$ cat config.mk
export PLATFORM = sky130hd
export DESIGN_NAME = bemf_commutation_scheduler_unit
export DESIGN_NICKNAME = d
export VERILOG_FILES = /design/src/sv/bcs_pkg.sv /design/src/sv/bemf_commutation_scheduler_unit.sv /design/src/sv/bcs_cfg_regs.sv /design/src/sv/bcs_in_reg.sv /design/src/sv/bcs_core.sv
export VERILOG_INCLUDE_DIRS = /design/src /design/src/sv
export SDC_FILE = /design/constraint.sdc
export NUM_CORES = 1
export LEC_CHECK = 0
export ABC_AREA = 0
export BUFFER_PORTS_ARGS = -buffer_cell sky130_fd_sc_hd__buf_2
export CAP_MARGIN = 10
export CORE_MARGIN = 2
export CORE_UTILIZATION = 40
export CTS_CLUSTER_SIZE = 30
export DETAILED_ROUTE_END_ITERATION = 10
export PLACE_DENSITY_LB_ADDON = 0.05
export SETUP_SLACK_MARGIN = 0.02
export SLEW_MARGIN = 20
export SYNTH_ARGS = -nofsm -noshare
export SYNTH_HDL_FRONTEND = slang
export SYNTH_SLANG_ARGS = --single-unit
$ cat constraint.sdc
create_clock -name clk_i -period 41 [get_ports clk_i]
set_clock_uncertainty 0.1 [all_clocks]
set_input_delay 10.25 -clock clk_i [delete_from_list [all_inputs] [get_ports clk_i]]
set_output_delay 10.25 -clock clk_i [all_outputs]
set_load 0.02 [all_outputs]
$ cat src/sv/bemf_commutation_scheduler_unit_assert.svh
// assertion macros for the commutation scheduler
`ifndef BEMF_COMMUTATION_SCHEDULER_UNIT_ASSERT_SVH
`define BEMF_COMMUTATION_SCHEDULER_UNIT_ASSERT_SVH

// same-cycle implication, checked out of reset
`define BCS_ASSERT_NOW(label, ante, cons) \
  label: assert property (@(posedge clk_i) disable iff (!rst_ni) (ante) |-> (cons)) \
    else $error("bcs check failed");

// next-cycle implication, checked out of reset
`define BCS_ASSERT_NEXT(label, ante, cons) \
  label: assert property (@(posedge clk_i) disable iff (!rst_ni) (ante) |=> (cons)) \
    else $error("bcs check failed");

`endif

$ cat src/sv/bcs_pkg.sv
// types and constants shared by the commutation scheduler modules
package bcs_pkg;

  typedef enum logic [1:0] {
    REQ_CROSSING = 2'd0,
    REQ_TIMER    = 2'd1,
    REQ_START    = 2'd2,
    REQ_STOP     = 2'd3
  } req_e;

  typedef enum logic [1:0] {
    IRQ_KEEP   = 2'd0,
    IRQ_MASK   = 2'd1,
    IRQ_ENABLE = 2'd2
  } irq_e;

  typedef enum logic [2:0] {
    CFG_ADVANCE_LEVEL   = 3'd0,
    CFG_AUTO_ADVANCE_ON = 3'd1,
    CFG_AUTO_LEVEL      = 3'd2,
    CFG_POLL_MODE       = 3'd3,
    CFG_STALL_BUDGET    = 3'd4
  } cfg_idx_e;

  localparam int unsigned CfgIdxW  = 3;
  localparam int unsigned CfgDataW = 16;

  localparam logic [5:0]  AdvanceReset      = 6'd16;
  localparam logic [5:0]  AutoAdvanceReset  = 6'd16;
  localparam logic [15:0] StallBudgetReset  = 16'd20000;

  localparam logic [13:0] TrendMinCrossings    = 14'd20;
  localparam logic [13:0] DeadlineMinCrossings = 14'd100;
  localparam logic [13:0] CrossingCountCap     = 14'd10000;
  localparam logic [15:0] DemagMinInterval     = 16'd500;
  localparam logic [15:0] StartInterval        = 16'd10000;
  localparam logic [15:0] StartTimer           = 16'd5000;
  localparam logic [16:0] HandoffExtra         = 17'd1000;
  localparam logic [16:0] StaleMargin          = 17'd4;
  localparam logic [7:0]  DemagRunMax          = 8'd255;

  typedef struct packed {
    logic [5:0]  advance_level;
    logic        auto_advance_on;
    logic [5:0]  auto_level;
    logic        poll_mode;
    logic [15:0] stall_budget;
  } cfg_t;

  typedef struct packed {
    req_e        req_type;
    logic [15:0] timer_count;
    logic        pre_level_seen;
  } item_t;

  // declared msb first so the packed struct is the output tdata word
  typedef struct packed {
    logic [7:0]  demag_late_run;
    logic        average_tainted;
    logic [16:0] predicted_interval;
    logic [15:0] interval_estimate;
    logic [15:0] wait_time;
    logic        stall_handoff;
    irq_e        phase_irq_ctrl;
    logic [15:0] interval_value;
    logic        interval_set;
    logic [15:0] com_timer_load;
    logic        com_timer_arm;
    logic        commutate_now;
  } res_t;

endpackage

$ cat src/sv/bemf_commutation_scheduler_unit.sv
// top level of the sensorless commutation scheduler
//
//   channel   direction  handshake                      payload
//   s_axis    in         s_axis_tvalid / s_axis_tready  tdata timer fields, tuser req_type
//   m_axis    out        m_axis_tvalid / m_axis_tready  tdata 96-bit result
//   cfg       in         cfg_we_i                       cfg_index_i, cfg_wdata_i
//
// a request accepted into the input register has its result registered in the output
// register after one pass through the update logic; one request per cycle is sustained
// while m_axis_tready is high, the state update of a request completing in that single pass
// reset clears valid flags and loads configuration and state defaults; no clearing pass
// a stalled result holds in the output register while the next request waits
// in the input register
`include "bemf_commutation_scheduler_unit_assert.svh"

module bemf_commutation_scheduler_unit
  import bcs_pkg::*;
#(
  parameter int unsigned TAINT_LENGTH = 12
) (
  input  logic                clk_i,
  input  logic                rst_ni,
  input  logic                s_axis_tvalid,
  output logic                s_axis_tready,
  input  logic [23:0]         s_axis_tdata,   // [15:0] timer_count, [16] pre_level_seen
  input  logic [1:0]          s_axis_tuser,   // [1:0] req_type
  output logic                m_axis_tvalid,
  input  logic                m_axis_tready,
  // [0] commutate_now, [1] com_timer_arm, [17:2] com_timer_load, [18] interval_set,
  // [34:19] interval_value, [36:35] phase_irq_ctrl, [37] stall_handoff,
  // [53:38] wait_time, [69:54] interval_estimate, [86:70] predicted_interval,
  // [87] average_tainted, [95:88] demag_late_run
  output logic [95:0]         m_axis_tdata,
  input  logic                cfg_we_i,
  input  logic [CfgIdxW-1:0]  cfg_index_i,
  input  logic [CfgDataW-1:0] cfg_wdata_i
);

  cfg_t  cfg;
  item_t item;
  logic  item_valid;
  logic  fire;
  res_t  res;
  logic  out_valid_q;
  res_t  res_q;

  assign fire = item_valid && (!out_valid_q || m_axis_tready);

  bcs_cfg_regs u_cfg_regs (
    .clk_i       (clk_i),
    .rst_ni      (rst_ni),
    .cfg_we_i    (cfg_we_i),
    .cfg_index_i (cfg_index_i),
    .cfg_wdata_i (cfg_wdata_i),
    .cfg_o       (cfg)
  );

  bcs_in_reg u_in_reg (
    .clk_i         (clk_i),
    .rst_ni        (rst_ni),
    .s_axis_tvalid (s_axis_tvalid),
    .s_axis_tready (s_axis_tready),
    .s_axis_tdata  (s_axis_tdata),
    .s_axis_tuser  (s_axis_tuser),
    .pop_i         (fire),
    .valid_o       (item_valid),
    .item_o        (item)
  );

  bcs_core #(
    .TAINT_LENGTH (TAINT_LENGTH)
  ) u_core (
    .clk_i  (clk_i),
    .rst_ni (rst_ni),
    .fire_i (fire),
    .item_i (item),
    .cfg_i  (cfg),
    .res_o  (res)
  );

  always_ff @(posedge clk_i or negedge rst_ni) begin
    if (!rst_ni) begin
      out_valid_q <= 1'b0;
    end else if (fire) begin
      out_valid_q <= 1'b1;
    end else if (m_axis_tready) begin
      out_valid_q <= 1'b0;
    end
  end

  always_ff @(posedge clk_i) begin
    if (fire) begin
      res_q <= res;
    end
  end

  assign m_axis_tvalid = out_valid_q;
  assign m_axis_tdata  = res_q;

  `BCS_ASSERT_NEXT(a_fire_fills_output, fire, out_valid_q)
  `BCS_ASSERT_NEXT(a_waiting_request_held, item_valid && !fire, item_valid && $stable(item))
  `BCS_ASSERT_NOW(a_handoff_masks_irq, out_valid_q && res_q.stall_handoff,
                  res_q.interval_set && res_q.phase_irq_ctrl == IRQ_MASK)
  `BCS_ASSERT_NOW(a_sighted_commutation_enables_irq,
                  out_valid_q && res_q.commutate_now && !res_q.interval_set,
                  res_q.phase_irq_ctrl == IRQ_ENABLE)

endmodule

$ cat src/sv/bcs_cfg_regs.sv
// configuration registers written through the plain write port
module bcs_cfg_regs
  import bcs_pkg::*;
(
  input  logic                clk_i,
  input  logic                rst_ni,
  input  logic                cfg_we_i,
  input  logic [CfgIdxW-1:0]  cfg_index_i,
  input  logic [CfgDataW-1:0] cfg_wdata_i,
  output cfg_t                cfg_o
);

  cfg_t cfg_q, cfg_d;

  always_comb begin
    cfg_d = cfg_q;
    if (cfg_we_i) begin
      case (cfg_idx_e'(cfg_index_i))
        CFG_ADVANCE_LEVEL:   cfg_d.advance_level   = cfg_wdata_i[5:0];
        CFG_AUTO_ADVANCE_ON: cfg_d.auto_advance_on = cfg_wdata_i[0];
        CFG_AUTO_LEVEL:      cfg_d.auto_level      = cfg_wdata_i[5:0];
        CFG_POLL_MODE:       cfg_d.poll_mode       = cfg_wdata_i[0];
        CFG_STALL_BUDGET:    cfg_d.stall_budget    = cfg_wdata_i;
        default:             cfg_d = cfg_q;
      endcase
    end
  end

  always_ff @(posedge clk_i or negedge rst_ni) begin
    if (!rst_ni) begin
      cfg_q.advance_level   <= AdvanceReset;
      cfg_q.auto_advance_on <= 1'b0;
      cfg_q.auto_level      <= AutoAdvanceReset;
      cfg_q.poll_mode       <= 1'b0;
      cfg_q.stall_budget    <= StallBudgetReset;
    end else begin
      cfg_q <= cfg_d;
    end
  end

  assign cfg_o = cfg_q;

endmodule

$ cat src/sv/bcs_in_reg.sv
// input register for event requests
module bcs_in_reg
  import bcs_pkg::*;
(
  input  logic        clk_i,
  input  logic        rst_ni,
  input  logic        s_axis_tvalid,
  output logic        s_axis_tready,
  input  logic [23:0] s_axis_tdata,   // timer_count, pre_level_seen, zero fill
  input  logic [1:0]  s_axis_tuser,   // req_type
  input  logic        pop_i,
  output logic        valid_o,
  output item_t       item_o
);

  logic  valid_q;
  item_t item_q;
  logic  load;

  assign s_axis_tready = !valid_q || pop_i;
  assign load          = s_axis_tvalid && s_axis_tready;

  always_ff @(posedge clk_i or negedge rst_ni) begin
    if (!rst_ni) begin
      valid_q <= 1'b0;
    end else if (load) begin
      valid_q <= 1'b1;
    end else if (pop_i) begin
      valid_q <= 1'b0;
    end
  end

  always_ff @(posedge clk_i) begin
    if (load) begin
      item_q.req_type       <= req_e'(s_axis_tuser);
      item_q.timer_count    <= s_axis_tdata[15:0];
      item_q.pre_level_seen <= s_axis_tdata[16];
    end
  end

  assign valid_o = valid_q;
  assign item_o  = item_q;

endmodule

$ cat src/sv/bcs_core.sv
// scheduler state and the single-pass update for one event
module bcs_core
  import bcs_pkg::*;
#(
  parameter int unsigned TAINT_LENGTH = 12
) (
  input  logic  clk_i,
  input  logic  rst_ni,
  input  logic  fire_i,
  input  item_t item_i,
  input  cfg_t  cfg_i,
  output res_t  res_o
);

  localparam int unsigned TaintW = $clog2(TAINT_LENGTH + 1);

  logic               running_q, running_d;
  logic               armed_q, armed_d;
  logic               pre_seen_q, pre_seen_d;
  logic [31:0]        blind_q, blind_d;
  logic [15:0]        avg_q, avg_d;
  logic [15:0]        prev_q, prev_d;
  logic [15:0]        this_q, this_d;
  logic signed [17:0] trend_q, trend_d;
  logic [16:0]        pred_q, pred_d;
  logic [15:0]        wait_q, wait_d;
  logic [TaintW-1:0]  taint_q, taint_d;
  logic [13:0]        ccount_q, ccount_d;
  logic [7:0]         demag_q, demag_d;

  logic               timer_live, over_budget, blind_c;
  logic [16:0]        zc_sum, avg_sum;
  logic [15:0]        avg_upd, avg_go;
  logic signed [18:0] step_s, diff_s, trend_sum_s;
  logic signed [17:0] trend_go, lim_s, corr_s, pred_sum_s;
  logic [16:0]        pred_go;
  logic [5:0]         lvl;
  logic [22:0]        prod;
  logic [16:0]        adv, half;
  logic [15:0]        wait_go, dl_base;
  logic [16:0]        dl;
  logic [16:0]        wait_inc, budget_ext, stale_lhs;
  logic [32:0]        blind_sum;
  logic               stale;

  assign timer_live  = running_q && !cfg_i.poll_mode;
  assign over_budget = blind_q >= {16'd0, cfg_i.stall_budget};
  assign blind_c     = timer_live && armed_q && !over_budget;

  // averaged interval and trend, skipped on a blind commutation
  assign zc_sum  = {1'b0, prev_q} + {1'b0, this_q};
  assign avg_sum = {1'b0, avg_q} + {1'b0, zc_sum[16:1]};
  assign avg_upd = avg_sum[16:1];
  assign step_s  = $signed({3'b000, this_q}) - $signed({3'b000, prev_q});
  assign diff_s  = step_s - 19'(trend_q);
  assign trend_sum_s = 19'(trend_q) + (diff_s >>> 2);

  assign avg_go   = blind_c ? avg_q : avg_upd;
  assign trend_go = blind_c ? trend_q : trend_sum_s[17:0];

  // trend correction clamped to half the average
  assign lim_s = $signed({3'b000, avg_go[15:1]});
  always_comb begin
    if (trend_go > lim_s) begin
      corr_s = lim_s;
    end else if (trend_go < -lim_s) begin
      corr_s = -lim_s;
    end else begin
      corr_s = trend_go;
    end
  end
  assign pred_sum_s = $signed({2'b00, avg_go}) + corr_s;
  assign pred_go    = (ccount_q >= TrendMinCrossings) ? pred_sum_s[16:0] : {1'b0, avg_go};

  assign lvl  = cfg_i.auto_advance_on ? cfg_i.auto_level : cfg_i.advance_level;
  assign prod = pred_go * lvl;
  assign adv  = prod[22:6];
  assign half = {1'b0, pred_go[16:1]};
  assign wait_go = (half > adv) ? 16'(half - adv) : 16'd0;

  // crossing deadline at about one and a half intervals
  assign dl_base = (avg_go >= wait_go) ? (avg_go - wait_go) : 16'd0;
  assign dl      = {1'b0, dl_base} + {2'b00, avg_go[15:1]};

  assign wait_inc   = {1'b0, wait_q} + 17'd1;
  assign budget_ext = {1'b0, cfg_i.stall_budget} + HandoffExtra;
  assign stale_lhs  = {1'b0, item_i.timer_count} + StaleMargin;
  assign stale      = stale_lhs < {1'b0, wait_q};
  assign blind_sum  = {1'b0, blind_q} + {17'd0, item_i.timer_count};

  always_comb begin
    running_d  = running_q;
    armed_d    = armed_q;
    pre_seen_d = pre_seen_q;
    blind_d    = blind_q;
    avg_d      = avg_q;
    prev_d     = prev_q;
    this_d     = this_q;
    trend_d    = trend_q;
    pred_d     = pred_q;
    wait_d     = wait_q;
    taint_d    = taint_q;
    ccount_d   = ccount_q;
    demag_d    = demag_q;
    res_o                = '0;
    res_o.phase_irq_ctrl = IRQ_KEEP;

    case (item_i.req_type)
      REQ_CROSSING: begin
        res_o.phase_irq_ctrl = IRQ_MASK;
        armed_d = 1'b0;
        if (avg_q > DemagMinInterval && !pre_seen_q && !item_i.pre_level_seen) begin
          if (demag_q < DemagRunMax) begin
            demag_d = demag_q + 8'd1;
          end
        end else begin
          demag_d = '0;
        end
        pre_seen_d = 1'b0;
        blind_d    = '0;
        prev_d     = this_q;
        this_d     = item_i.timer_count;
        res_o.interval_set   = 1'b1;
        res_o.com_timer_arm  = 1'b1;
        res_o.com_timer_load = wait_inc[16] ? 16'hFFFF : wait_inc[15:0];
      end
      REQ_TIMER: begin
        if (!timer_live) begin
          armed_d = 1'b0;
        end else if (armed_q && over_budget) begin
          armed_d = 1'b0;
          res_o.phase_irq_ctrl = IRQ_MASK;
          res_o.interval_set   = 1'b1;
          res_o.interval_value = budget_ext[16] ? 16'hFFFF : budget_ext[15:0];
          res_o.stall_handoff  = 1'b1;
        end else if (!armed_q && stale) begin
          // cancelled deadline fired early: re-arm for the remainder
          res_o.com_timer_arm  = 1'b1;
          res_o.com_timer_load = wait_q - item_i.timer_count;
        end else begin
          res_o.commutate_now  = 1'b1;
          res_o.phase_irq_ctrl = IRQ_ENABLE;
          armed_d = 1'b0;
          if (blind_c) begin
            res_o.interval_set = 1'b1;
            blind_d = blind_sum[32] ? 32'hFFFF_FFFF : blind_sum[31:0];
          end
          avg_d   = avg_go;
          trend_d = trend_go;
          pred_d  = pred_go;
          wait_d  = wait_go;
          if (ccount_q >= DeadlineMinCrossings) begin
            armed_d = 1'b1;
            res_o.com_timer_arm  = 1'b1;
            res_o.com_timer_load = dl[16] ? 16'hFFFF : dl[15:0];
          end
          if (blind_c) begin
            taint_d = TaintW'(TAINT_LENGTH);
          end else if (taint_q != '0) begin
            taint_d = taint_q - 1'b1;
          end
          if (!blind_c && ccount_q < CrossingCountCap) begin
            ccount_d = ccount_q + 14'd1;
          end
        end
      end
      REQ_START: begin
        if (!running_q) begin
          armed_d    = 1'b0;
          blind_d    = '0;
          taint_d    = '0;
          trend_d    = '0;
          pred_d     = '0;
          pre_seen_d = 1'b1;
          demag_d    = '0;
          avg_d      = StartInterval;
          running_d  = 1'b1;
          res_o.commutate_now  = 1'b1;
          res_o.interval_set   = 1'b1;
          res_o.interval_value = StartTimer;
        end
        res_o.phase_irq_ctrl = IRQ_ENABLE;
      end
      REQ_STOP: begin
        running_d = 1'b0;
        armed_d   = 1'b0;
        ccount_d  = '0;
        res_o.phase_irq_ctrl = IRQ_MASK;
      end
      default: begin
        res_o.phase_irq_ctrl = IRQ_KEEP;
      end
    endcase

    res_o.wait_time          = wait_d;
    res_o.interval_estimate  = avg_d;
    res_o.predicted_interval = pred_d;
    res_o.average_tainted    = taint_d != '0;
    res_o.demag_late_run     = demag_d;
  end

  always_ff @(posedge clk_i or negedge rst_ni) begin
    if (!rst_ni) begin
      running_q  <= 1'b0;
      armed_q    <= 1'b0;
      pre_seen_q <= 1'b1;
      blind_q    <= '0;
      avg_q      <= StartInterval;
      prev_q     <= '0;
      this_q     <= '0;
      trend_q    <= '0;
      pred_q     <= '0;
      wait_q     <= '0;
      taint_q    <= '0;
      ccount_q   <= '0;
      demag_q    <= '0;
    end else if (fire_i) begin
      running_q  <= running_d;
      armed_q    <= armed_d;
      pre_seen_q <= pre_seen_d;
      blind_q    <= blind_d;
      avg_q      <= avg_d;
      prev_q     <= prev_d;
      this_q     <= this_d;
      trend_q    <= trend_d;
      pred_q     <= pred_d;
      wait_q     <= wait_d;
      taint_q    <= taint_d;
      ccount_q   <= ccount_d;
      demag_q    <= demag_d;
    end
  end

endmodule

==> impl_metrics.yaml, run 1 <==
run_status:
  outcome: "completed"
setup_path:
  critical_path_peak_fanout: 24
  critical_path_arrival_ps: 24650
  worst-endpoint-required_ps: 41210
  critical_path_class: "flop to flop"
  critical_path.startpoint_type: "flop"
  crit_path_end_kind: "flop"
  largest_stage_delay_worst_path_ps: 650
  critical_path.slowest_cell: "mux2i_1"
  path_common_cell: "o21ai_0"
  ff2ff_path_depth: 109
timing:
  hold_viol_final: 0
  period_share: 0.596
  achievable-frequency_mhz: 40.9
  setup_viol_count_final: 0
  fin_tns_setup_ps: 0
  slew_at_the_pin_with_the_worst_max_slew_slack_ps: 1020
  final.hold.worst_slack_ps: 376
  finalCriticalPeriod_ps: 24440
  setup_repair_after_global_routing_missed_its_margin: "false"
  timing.final.max_slew_violations: 0
  slew_headroom: 0.314
yosys:
  postSynthRegisterBits: 307
  synth_cell_types: 85
  async_flop_share: 0.625
  synth_edf_count: 115
  post-synth-top-area-cell: "dfrtp_1"
  yosysSeqAreaShare: 0.311
  mappedNetlistArea_um2: 26600
  synthFlopType: "dfrtp_1"
  count_of_mapped_cells_out_of_synthesis: 3123
  syn_nets: 3523
  synth.top_cells.by_area: "dfrtp_1 17%, ha_1 13%, edfxtp_1 13%"
  syn_area_per_cell_um2: 8.52
  synth_warn: 0
  yosys.area.top_type_share: 0.168
global_route:
  grt_first_pass_wirelength_um: 132000
  grt_antenna_before_repair: 1
  overflow: 0
  via_count_of_the_first_global_routing_pass: 22700
  grt_use_total: 0.250
  grt_max_degree: 68
place:
  hpwl_um: 67500
  gp_congestion: 0.923
  dp_cells: 4081
  port-buffer-count: 140
cts:
  hold_buffers: 0
  clk_latency_ps: 600
  cts.htree.levels: 2
  postCtsSetupBuffers: 0
  clk_root_buffer_cell: "clkbuf_16"
  max-clock-path-buffers: 3
  post_cts_resized: 0
  cts_tree: "yes"
  numCtsBuffers: 41
  clock-sinks: 307
  clk_transition_reported_paths_ps: 60
final_layout:
  layout_commonest_cell: "nand2_1"
  layoutNonFillerInstCount: 4156
  fin_nets: 3660
  final_cell_mix: "369 x nand2_1, 295 x inv_1, 280 x ha_1"
  area_growth_syn_to_layout_pct: 12.3
  antenna-diode-count: 0
  layout-drive-gt1-share: 0.108
detailed_routing:
  dr.first_iter.drc_count: 1565
  ant_nets: 0
  via_count: 23000
  wl_per_cell_um: 20.6
  routed_wirelength_um: 85700
  drt-vias-per-instance: 5.54
  detailedRoute.firstPassIterationCount: 5
  drc: 0
floorplan:
  ioPinCount: 148
  die_w_um: 262
  floorplan.die_area_um2: 68600
  die_h_um: 262
  num_rows: 94
  initial_core_util: 0.405
  fp.coreArea_um2: 65700
hold_path:
  hold-path-cell-count: 2
  timing.hold.worst.class: "flop to flop"
flow_run:
  drv_cap: 0
cells by family (layout without fill, tap and decap cells):
group	after synthesis	in the layout	share of synthesized area
xor+xnor	181	181	0.0596
compound gates	779	779	0.180
mux	71	71	0.0291
simple gates	1047	1047	0.181
flops	307	307	0.311
fa+ha+maj	350	350	0.184
buf+inv	388	557	0.0550
metrics by stage:
stage	setup slack, ps	util	cell area (um2)
3_3_place_gp	16910	0.432	28400
6_report	16560	0.454	29900
5_1_grt	14370	0.454	29900
2_1_floorplan	20120	-	26600
4_1_cts	16510	0.454	29900
3_5_place_dp	16640	0.432	28400
path summary, 6_finish.rpt:
| kind | from | to | slack (ps) |
|---|---|---|---|
| max | u_core.this_q[0] | m_axis_tdata[17] | 16560 |
| min | u_core.pred_q[1] | u_core.pred_q[1] | 380 |
| max reg2reg | u_core.this_q[0] | m_axis_tdata[17] | 16560 |
| min reg2reg | u_core.pred_q[1] | u_core.pred_q[1] | 380 |
| max in group asynchronous | rst_ni | u_core.trend_q[1] | 29050 |
| min in group asynchronous | rst_ni | u_cfg_regs.cfg_o[15] | 9550 |
synthesized netlist by cell type (21+ instances only):
| library cell | n |
|---|---|
| fa_1 | 70 |
| nand2_1 | 370 |
| o21ai_0 | 274 |
| a31oi_1 | 22 |
| o31ai_1 | 31 |
| xor2_1 | 51 |
| nor3_1 | 77 |
| a21o_1 | 37 |
| o21a_1 | 33 |
| ha_1 | 280 |
| nor2b_1 | 34 |
| nand2b_1 | 46 |
| clkbuf_1 | 79 |
| xnor2_1 | 130 |
| o21ai_1 | 31 |
| dfrtp_1 | 179 |
| nand4_1 | 36 |
| inv_1 | 296 |
| and2_1 | 31 |
| mux2_2 | 50 |
| mux2i_1 | 21 |
| edfxtp_1 | 115 |
| nor2_1 | 275 |
| and3_1 | 27 |
| nand3_1 | 67 |
| a21oi_1 | 177 |
per-layer routing:
| layer | part of all wire | vias up | global-route usage |
|---|---|---|---|
| li1 | - | 11200 | - |
| met1 | 0.45 | 11200 | 0.337 |
| met2 | 0.46 | 498 | 0.411 |
| met3 | 0.045 | 131 | 0.0285 |
| met4 | 0.041 | 0 | 0.0957 |
| met5 | 0 | - | 0 |
registers in the layout, summed over array words and instances (netlist names), 4 cells and up:
signal and cells:
u_core.pred_q 17, m_axis_tdata 96, u_in_reg.item_o 19, u_core.demag_q 8, u_core.taint_q 4, u_core.wait_q 16, u_core.blind_q 32, u_core.trend_q 18
u_core.prev_q 16, u_core.avg_q 16, u_core.this_q 16, u_core.ccount_q 14, u_cfg_regs.cfg_o 30
critical path, delay by kind of cell (launching register included):
family                   cells  cell delay, ps
AO/OA/AOI/OAI               58           12330
adder cells (fa/ha/maj)     13            4670
AND/OR/NAND/NOR             24            4120
XOR/XNOR                     5             930
buffers and inverters        7             820
multiplexers                 2             790
flip-flops                   1             370
cell type report:
class,count,area [um2]
Inverter,298,1120
Clock buffer,58,1210
Sequential cell,307,8270
Fill cell,6442,35900
Tap cell,864,1080
Timing Repair Buffer,184,1040
Clock inverter,17,226
Multi-Input combinational cell,2428,16900
Power of run 1 is left out: the tool's default activity adds up to more than one toggle a clock period on the data nets, which glitch-free logic cannot reach.
==> run 2, diff against run 1 <==
==> constraint.sdc (replaced) <==
create_clock -name clk_i -period 22.4 [get_ports clk_i]
set_clock_uncertainty 0.1 [all_clocks]
set_input_delay 5.6 -clock clk_i [delete_from_list [all_inputs] [get_ports clk_i]]
set_output_delay 5.6 -clock clk_i [all_outputs]
set_load 0.02 [all_outputs]
==> impl_metrics.yaml, run 2 (synthesis gave the netlist of run 1 again) <==
hold_path:
  timing.hold.worst.class: "flop to flop"
global_route:
  grt_first_pass_wirelength_um: 134000
  via_count_of_the_first_global_routing_pass: 23200
  grt_use_total: 0.255
  grt_antenna_before_repair: 2
  grt_max_degree: 75
  overflow: 0
timing:
  slew_at_the_pin_with_the_worst_max_slew_slack_ps: 1100
  hold_viol_final: 0
  slew_headroom: 0.264
  setup_viol_count_final: 0
  finalCriticalPeriod_ps: 20920
  period_share: 0.934
  timing.final.max_slew_violations: 0
  achievable-frequency_mhz: 47.8
setup_path:
  critical_path_arrival_ps: 21130
  worst-endpoint-required_ps: 22610
  critical_path.startpoint_type: "flop"
  critical_path.slowest_cell: "fa_1"
  critical_path_class: "flop to flop"
  critical_path_peak_fanout: 5
  largest_stage_delay_worst_path_ps: 530
  crit_path_end_kind: "flop"
detailed_routing:
  detailedRoute.firstPassIterationCount: 5
  dr.first_iter.drc_count: 1653
  via_count: 23300
  drc: 0
  drt-vias-per-instance: 5.48
  routed_wirelength_um: 87500
  wl_per_cell_um: 20.6
  ant_nets: 0
final_layout:
  fillCellCount: 6459
  area_growth_syn_to_layout_pct: 15.2
  multi_input_area_um2: 17000
  fin_nets: 3752
  regArea_um2: 8280
  layout-drive-gt1-share: 0.137
  largest_register_ff_count: 96
  finalInstanceArea_um2: 30600
  final_cell_mix: "369 x nand2_1, 295 x inv_1, 279 x ha_1"
  layout_commonest_cell: "nand2_1"
  antenna-diode-count: 0
floorplan:
  floorplan.die_area_um2: 68600
  initial_core_util: 0.405
  die_h_um: 262
  die_w_um: 262
  ioPinCount: 148
  fp.coreArea_um2: 65700
  num_rows: 94
cts:
  clock-sinks: 307
  cts.htree.levels: 2
  clk_latency_ps: 590
  numCtsBuffers: 40
  clk_transition_reported_paths_ps: 60
  cts_tree: "yes"
  max-clock-path-buffers: 3
  hold_buffers: 0
  clk_root_buffer_cell: "clkbuf_16"
flow_run:
  drv_cap: 0
place:
  hpwl_um: 69600
  port-buffer-count: 140
  gp_congestion: 0.958
  dpl-instance-area_um2: 29100
run_status:
  outcome: "completed"
-- run 2: cell types whose count changed in the layout (fill, tap and decap cells not counted), sizes merged --
cell	before	now
buf	183	276
clkbuf	59	53
inv	300	299
bufinv	4	5
clkinv	10	15
-- run 2: cell type report --
cell class | count | area share
inverters | 298 | 0.0367
clock buffers | 52 | 0.0358
multi-input cells | 2428 | 0.556
flip-flops and latches | 307 | 0.270
repair buffers | 277 | 0.0573
well taps | 864 | 0.0353
clock inverters | 22 | 0.00894
-- run 2: timing repair --
action                     4_1_cts  5_1_grt
setup endpoints to repair        0       16
buffers inserted                 0        8
resized for setup                0       44
-- run 2: path summary, 6_finish.rpt --
kind                              startpoint              endpoint  slack [ps]  depth (start not counted)
max in group asynchronous             rst_ni      u_core.prev_q[1]       15060                          3
setup / recovery            u_core.this_q[0]      m_axis_tdata[17]        1480                        114
min in group asynchronous             rst_ni  u_cfg_regs.cfg_o[13]        4930                          1
hold / removal             u_core.pre_seen_q     u_core.pre_seen_q         370                          2
hold reg to reg            u_core.pre_seen_q     u_core.pre_seen_q         370                          2
setup reg to reg            u_core.this_q[0]      m_axis_tdata[17]        1480                        114
-- run 2: stage by stage --
| stage | utilization | hold slack, ps | TNS, ps | std cells | worst slack, ps |
|---|---|---|---|---|---|
| after global routing | 0.466 | 402 | -77.4 | 4248 | -59.0 |
| after detailed placement | 0.442 | 362 | 0 | 4166 | 249 |
| after global placement | 0.442 | 353 | 0 | 4166 | 437 |
| after CTS | 0.463 | 368 | 0 | 4240 | 124 |
| after floorplan | - | 340 | 0 | 3123 | 2430 |
| final | 0.466 | 366 | 0 | 4248 | 1480 |
-- run 2: metal layers --
layer,global-route usage,vias to the layer above,wire length [um]
li1,-,11400,-
met1,0.345,11300,40300
met2,0.427,494,40900
met3,0.0246,113,3360
met4,0.0857,2,2980
met5,0,-,13
-- run 2: worst max-delay path, delay by kind of cell, from the launching register on --
kind	cells	cell delay [ps]
AO/OA/AOI/OAI	53	8950
adder cells (fa/ha/maj)	15	5100
AND/OR/NAND/NOR	27	3940
buffers and inverters	12	1020
XOR/XNOR	5	850
flip-flops	1	370
multiplexers	2	320
Power of run 2 is left out for the same reason.
